## src/sv/crcsh_pkg.sv

```systemverilog
`timescale 1ns / 1ps

package crcsh_pkg;

  localparam int BYTES_PER_ITEM = 8;
  localparam int DATA_W         = 64;
  localparam int COUNT_W        = 4;
  localparam int CRC_W          = 32;

  localparam logic [CRC_W-1:0] CRC_INIT = 32'hFFFF_FFFF;
  localparam logic [CRC_W-1:0] CRC_POLY = 32'h82F6_3B78;

  typedef struct packed {
    logic [DATA_W-1:0]  data_bytes;
    logic [COUNT_W-1:0] byte_count;
    logic               is_last;
  } msg_item_t;

  typedef struct packed {
    logic      valid;
    msg_item_t item;
  } stage_t;

  // one byte, lsb first, reflected polynomial
  function automatic logic [CRC_W-1:0] crc_byte(input logic [CRC_W-1:0] crc,
                                                input logic [7:0] b);
    logic [CRC_W-1:0] r;
    r = crc ^ {{(CRC_W-8){1'b0}}, b};
    for (int k = 0; k < 8; k++) begin
      if (r[0]) begin
        r = (r >> 1) ^ CRC_POLY;
      end else begin
        r = r >> 1;
      end
    end
    return r;
  endfunction

  // whole item; bytes past the count are skipped, counts above eight act as eight
  function automatic logic [CRC_W-1:0] crc_item(input logic [CRC_W-1:0] crc,
                                                input logic [DATA_W-1:0] data,
                                                input logic [COUNT_W-1:0] count);
    logic [CRC_W-1:0] r;
    logic [7:0]       b;
    r = crc;
    for (int i = 0; i < BYTES_PER_ITEM; i++) begin
      b = 8'(data >> (8 * i));
      if (int'(count) > i) begin
        r = crc_byte(r, b);
      end
    end
    return r;
  endfunction

endpackage

```

## src/sv/crcsh_msg_if.sv

```systemverilog
`timescale 1ns / 1ps

interface crcsh_msg_if;
  import crcsh_pkg::*;

  logic               valid;
  logic               ready;
  logic [DATA_W-1:0]  data_bytes;
  logic [COUNT_W-1:0] byte_count;
  logic               is_last;

  modport source (output valid, data_bytes, byte_count, is_last, input ready);
  modport sink   (input valid, data_bytes, byte_count, is_last, output ready);
  modport monitor (input valid, ready, data_bytes, byte_count, is_last);
endinterface

```

## src/sv/crcsh_crc_if.sv

```systemverilog
`timescale 1ns / 1ps

interface crcsh_crc_if;
  import crcsh_pkg::*;

  logic             valid;
  logic             ready;
  logic [CRC_W-1:0] crc_value;

  modport source (output valid, crc_value, input ready);
  modport sink   (input valid, crc_value, output ready);
  modport monitor (input valid, ready, crc_value);
endinterface

```

## src/sv/crcsh_in_reg.sv

```systemverilog
`timescale 1ns / 1ps

module crcsh_in_reg (
  input  logic                clk,
  input  logic                rst,
  crcsh_msg_if.sink           msg,
  input  logic                advance,
  output crcsh_pkg::stage_t   stg
);
  import crcsh_pkg::*;

  logic      valid;
  msg_item_t item;

  // slot is free when empty or when its item moves on this cycle
  assign msg.ready = !valid || advance;

  always_ff @(posedge clk) begin
    if (rst) begin
      valid <= 1'b0;
    end else if (msg.ready) begin
      valid <= msg.valid;
    end
  end

  always_ff @(posedge clk) begin
    if (msg.valid && msg.ready) begin
      item.data_bytes <= msg.data_bytes;
      item.byte_count <= msg.byte_count;
      item.is_last    <= msg.is_last;
    end
  end

  assign stg.valid = valid;
  assign stg.item  = item;
endmodule

```

## src/sv/crcsh_core.sv

```systemverilog
`timescale 1ns / 1ps

module crcsh_core (
  input  logic                clk,
  input  logic                rst,
  input  crcsh_pkg::stage_t   stg,
  output logic                advance,
  crcsh_crc_if.source         crc
);
  import crcsh_pkg::*;

  logic [CRC_W-1:0] remainder;
  logic [CRC_W-1:0] remainder_next;
  logic [CRC_W-1:0] crc_value;
  logic             out_valid;

  assign remainder_next = crc_item(remainder, stg.item.data_bytes, stg.item.byte_count);

  // a last item needs the result slot free or draining
  assign advance = stg.valid && (!stg.item.is_last || !out_valid || crc.ready);

  always_ff @(posedge clk) begin
    if (rst) begin
      remainder <= CRC_INIT;
      out_valid <= 1'b0;
    end else begin
      // a new result replaces one that drains in the same cycle
      if (advance && stg.item.is_last) begin
        out_valid <= 1'b1;
      end else if (crc.ready) begin
        out_valid <= 1'b0;
      end
      if (advance) begin
        if (stg.item.is_last) begin
          remainder <= CRC_INIT;
        end else begin
          remainder <= remainder_next;
        end
      end
    end
  end

  always_ff @(posedge clk) begin
    if (advance && stg.item.is_last) begin
      crc_value <= remainder_next;
    end
  end

  assign crc.valid     = out_valid;
  assign crc.crc_value = crc_value;
endmodule

```

## src/sv/crc32c_stream_hasher_unit.sv

```systemverilog
`timescale 1ns / 1ps

// CRC-32C (Castagnoli, reflected polynomial 0x82F63B78) over a byte stream.
// Each transfer on msg carries up to eight bytes, first byte in bits 7..0,
// with byte_count valid low-order bytes (counts above eight act as eight)
// and is_last marking the end of a message. The remainder starts at
// 0xFFFFFFFF; on the last transfer of a message one transfer goes out on
// crc with the remainder as is (no final inversion), and the next message
// starts fresh. An empty message yields 0xFFFFFFFF; transfers without
// is_last produce nothing. Throughput is one transfer per clock unless a
// result waits on crc: the eight-byte remainder update sits between the
// input register and the remainder register. A last input transfer passes
// through the input register and then the result register to crc valid. A
// result waiting on crc holds the next last item in the input register,
// which then blocks msg; items ahead of that last item keep flowing.
// msg.ready follows crc.ready combinationally.
module crc32c_stream_hasher_unit (
  input  logic        clk,
  input  logic        rst,
  crcsh_msg_if.sink   msg,
  crcsh_crc_if.source crc
);
  import crcsh_pkg::*;

  stage_t stg;
  logic   advance;

  // input register: decouples the source from the update loop
  crcsh_in_reg u_in_reg (
    .clk     (clk),
    .rst     (rst),
    .msg     (msg),
    .advance (advance),
    .stg     (stg)
  );

  // remainder update, remainder register and result register
  crcsh_core u_core (
    .clk     (clk),
    .rst     (rst),
    .stg     (stg),
    .advance (advance),
    .crc     (crc)
  );
endmodule

```

## src/flat_wrapper.sv

```systemverilog
// flat-port wrapper written by rule: the top's interface ports become plain ports
module crc32c_stream_hasher_unit_flat import crcsh_pkg::*;
  (clk, rst, msg_valid, msg_data_bytes, msg_byte_count, msg_is_last, msg_ready, crc_valid, crc_crc_value, crc_ready);
  crcsh_msg_if msg_i ();
  crcsh_crc_if crc_i ();
  input  logic clk;
  input  logic rst;
  input wire logic [$bits(msg_i.valid)-1:0] msg_valid;
  input wire logic [$bits(msg_i.data_bytes)-1:0] msg_data_bytes;
  input wire logic [$bits(msg_i.byte_count)-1:0] msg_byte_count;
  input wire logic [$bits(msg_i.is_last)-1:0] msg_is_last;
  output wire logic [$bits(msg_i.ready)-1:0] msg_ready;
  output wire logic [$bits(crc_i.valid)-1:0] crc_valid;
  output wire logic [$bits(crc_i.crc_value)-1:0] crc_crc_value;
  input wire logic [$bits(crc_i.ready)-1:0] crc_ready;
  assign msg_i.valid = msg_valid;
  assign msg_i.data_bytes = msg_data_bytes;
  assign msg_i.byte_count = msg_byte_count;
  assign msg_i.is_last = msg_is_last;
  assign msg_ready = msg_i.ready;
  assign crc_valid = crc_i.valid;
  assign crc_crc_value = crc_i.crc_value;
  assign crc_i.ready = crc_ready;
  crc32c_stream_hasher_unit u_core (.clk(clk), .rst(rst), .msg(msg_i), .crc(crc_i));
endmodule
```

## config.mk

```make
export PLATFORM = sky130hd
export DESIGN_NAME = crc32c_stream_hasher_unit_flat
export DESIGN_NICKNAME = d
export VERILOG_FILES = /design/src/sv/crcsh_pkg.sv /design/src/sv/crcsh_msg_if.sv /design/src/sv/crcsh_crc_if.sv /design/src/sv/crcsh_in_reg.sv /design/src/sv/crcsh_core.sv /design/src/sv/crc32c_stream_hasher_unit.sv /design/src/flat_wrapper.sv
export SDC_FILE = /design/constraint.sdc
export NUM_CORES = 1
export LEC_CHECK = 0
export BUFFER_PORTS_ARGS = -buffer_cell sky130_fd_sc_hd__buf_2
export CORE_MARGIN = 4
export CORE_UTILIZATION = 55
export DETAILED_ROUTE_END_ITERATION = 8
export PLACE_DENSITY_LB_ADDON = 0.25
export SLEW_MARGIN = 20
export SYNTH_ARGS = -nofsm -noshare
export SYNTH_HDL_FRONTEND = slang
export SYNTH_SLANG_ARGS = --single-unit
```

## constraint.sdc

```tcl
create_clock -name clk -period 27.7 [get_ports clk]
set_clock_uncertainty 0.2 [all_clocks]
set_input_delay 4.155 -clock clk [delete_from_list [all_inputs] [get_ports clk]]
set_output_delay 4.155 -clock clk [all_outputs]
set_load 0.01 [all_outputs]
```

==> impl_metrics.json <==
{
  "fin_ws_ns": 12.50,
  "drive_gt1_share_pct": 17.75,
  "coreArea_mm2": 0.02809,
  "cts_resized": 0,
  "cts_root_buf": "clkbuf_16",
  "die_h_um": 177.7,
  "worstPathArrival_ns": 15.20,
  "initial_core_util_pct": 56.37,
  "drt_iter0_drc": 1085,
  "synth-edff-count": 101,
  "yosys.area.top_type": "xnor2_1",
  "worst_pin_slew_ns": 0.9709,
  "finalCritPeriodShare_pct": 54.88,
  "overflow": 0,
  "synth_top_area_share_pct": 20.02,
  "fin_crit_ns": 15.20,
  "clkTransAtPathRegs_ns": 0.07,
  "start_kind": "flop",
  "yosysWarningCount": 0,
  "drv_cap": 0,
  "dieArea_mm2": 0.03157,
  "status": "completed",
  "hold_class": "reg -> reg",
  "ioPinCount": 107,
  "antenna_cells": 0,
  "dp_slack_ns": 12.68,
  "ant_nets": 0,
  "synth_async_sr_flop_share_pct": 0,
  "cp_num_buf_inv": 3,
  "path_delay_family": "XOR/XNOR gates",
  "synth_cell_types": 71,
  "cts_sinks": 135,
  "fp.dieW_um": 177.7,
  "rsz0062_at_grt": "false",
  "relSlewSlack_pct": 34.59,
  "cts_tree": "built",
  "dp_hpwl_mm": 35.61,
  "gp_congestion": 0.9857,
  "max_freq_mhz": 65.78,
  "cts-htree-levels": 4,
  "areaGrowthSynthToFinish_pct": 9.506,
  "cts_max_path_buffers": 2,
  "ys_seq_area_share_pct": 23.45,
  "viasPerCell": 5.611,
  "numCtsBuffers": 17,
  "grt_max_degree": 70,
  "cts.hold.buffers_added": 0,
  "insertion_delay_ns": 0.45,
  "crit_slowest_cell": "xor2_1",
  "cp_common_cell": "xnor3_1",
  "fin_tns_setup_ns": 0,
  "endpoint_kind": "flop",
  "setup_viol": 0,
  "postCtsSetupBuffers": 0,
  "slew_viol_final": 0,
  "finalNetCount": 1699,
  "synthesis.nets": 1621,
  "routed_wirelength_mm": 45.43,
  "grt_pass1_vias": 11250,
  "cp_slowest_stage_delay_ns": 0.68,
  "critPathKind": "reg -> reg",
  "synthCells": 1548,
  "drtPass1Iterations": 5,
  "avgSynthCellArea_um2": 10.23,
  "wl_per_cell_um": 22.53,
  "netlist_area_mm2": 0.01583,
  "synth-seq-cells": 135,
  "io_buffers": 106,
  "antenna_found_initial": 0,
  "grt_pass1_wl_mm": 68.88,
  "path_max_fanout": 66,
  "track_usage_pct": 29.15,
  "ys.flop_type": "edfxtp_1",
  "row_count": 61,
  "required_ns": 27.70,
  "synth.area.top_cells": "xnor2_1, edfxtp_1, xnor3_1, xor2_1, dfxtp_1",
  "hold_violations": 0,
  "drc": 0,
  "vias": 11320
}
==> cells by family after synthesis <==
kind of cell | count (synthesis) | share of synthesized area [%]
muxes | 77 | 5.879
and+or+nand+nor | 315 | 8.297
buffers and inverters | 80 | 2.015
DFF | 135 | 23.45
AOI/OAI and AO/OA | 271 | 10.49
xor gates and xnor gates | 670 | 49.86
==> synth_stat cells (4+ instances only) <==
library cell and number:
xnor2_1 362, xor2_1 149, nor2_1 131, nand2_1 125, a21oi_1 106, edfxtp_1 101
xnor3_1 75, o21ai_0 69, clkbuf_1 55, mux2i_1 47, dfxtp_1 34, xnor2_2 28
nand3_1 17, xor2_2 17, a21o_1 14, xor3_1 13, mux2_2 12, inv_1 11
o211ai_1 11, xnor2_4 11, o21ai_1 10, a211o_1 9, a211oi_1 9, and2_1 9
mux2i_4 9, xor2_4 8, mux2i_2 7, nor3_1 7, or2_2 7, xnor3_2 7
buf_2 6, a31oi_1 5, buf_1 5, o21ai_2 5, a21oi_2 4, nand2b_1 4
==> cells in the final DEF (no fill, tap or decap), types with 9 or more instances in the layout <==
cell type and instances:
xor3_1 13, a21oi_1 103, a211o_1 9, xnor2_2 28, xor2_1 149, clkbuf_16 17
nand3_1 17, xnor3_1 75, o21ai_1 10, xnor2_1 362, o21ai_0 69, a211oi_1 9
mux2_2 12, mux2i_1 47, buf_2 106, dfxtp_1 34, o211ai_1 11, buf_4 22
nand2_1 125, edfxtp_1 101, inv_1 11, nor2_1 128, mux2i_4 9, xnor2_4 11
and2_1 9, xor2_2 17, a21o_1 14
==> worst reg2reg max path, delay by kind of cell (launching register included) <==
kind,cells,cell delay [ns]
flip-flops,1,0.32
XOR/XNOR,23,9.64
AO/OA/AOI/OAI,4,1.19
multiplexers,4,1.75
AND/OR/NAND/NOR,2,0.86
buffers and inverters,3,1.02
==> routing by layer <==
| layer | GRT usage (%) | vias to the layer above | part of all wire (%) |
|---|---|---|---|
| met3 | 4.538 | 94 | 6.0 |
| met5 | 0 | - | 0 |
| li1 | - | 5417 | - |
| met4 | 11.21 | 0 | 3.8 |
| met1 | 40.06 | 5391 | 43 |
| met2 | 46.62 | 416 | 47 |
==> flip-flops by register name (all words and copies together), names as in the netlist <==
| signal | count |
|---|---|
| u_core.u_in_reg.stg | 69 |
| u_core.u_core.crc.valid | 1 |
| u_core.u_core.crc.crc_value | 32 |
| u_core.u_core.remainder | 32 |
| u_core.u_in_reg.valid | 1 |
==> through the flow <==
step	hold WS, ns	utilization (%)	cells	area [um2]
after floorplan	0.2649	-	1548	15830
after detailed placement	0.2998	59.67	1985	16760
after CTS	0.3101	61.73	2017	17340
after global placement	0.2958	59.67	1985	16760
final	0.3066	61.73	2017	17340
after global routing	0.3469	61.73	2017	17340
==> path summary, 6_finish.rpt <==
kind,start,end,slack (ns),cells past startpoint
worst min-delay path,u_core.u_core.remainder[25],u_core.u_core.remainder[25],0.31,2
worst max-delay path,u_core.u_in_reg.stg[4],u_core.u_core.crc.crc_value[2],12.50,36
worst min register to register,u_core.u_core.remainder[25],u_core.u_core.remainder[25],0.31,2
worst max register to register,u_core.u_in_reg.stg[4],u_core.u_core.crc.crc_value[2],12.50,36
==> layout make-up <==
cell class                      count  area (um2)
Clock buffer                       17       425.4
Clock inverter                     15       155.1
Inverter                           11       41.29
Timing Repair Buffer              128       695.7
Fill cell                        2393       10750
Sequential cell                   135        3714
Tap cell                          378       473.0
Multi-Input combinational cell   1333       11840
Power is not shown: default switching activity piles up to over one toggle a cycle in this logic, so the estimate is an artifact.
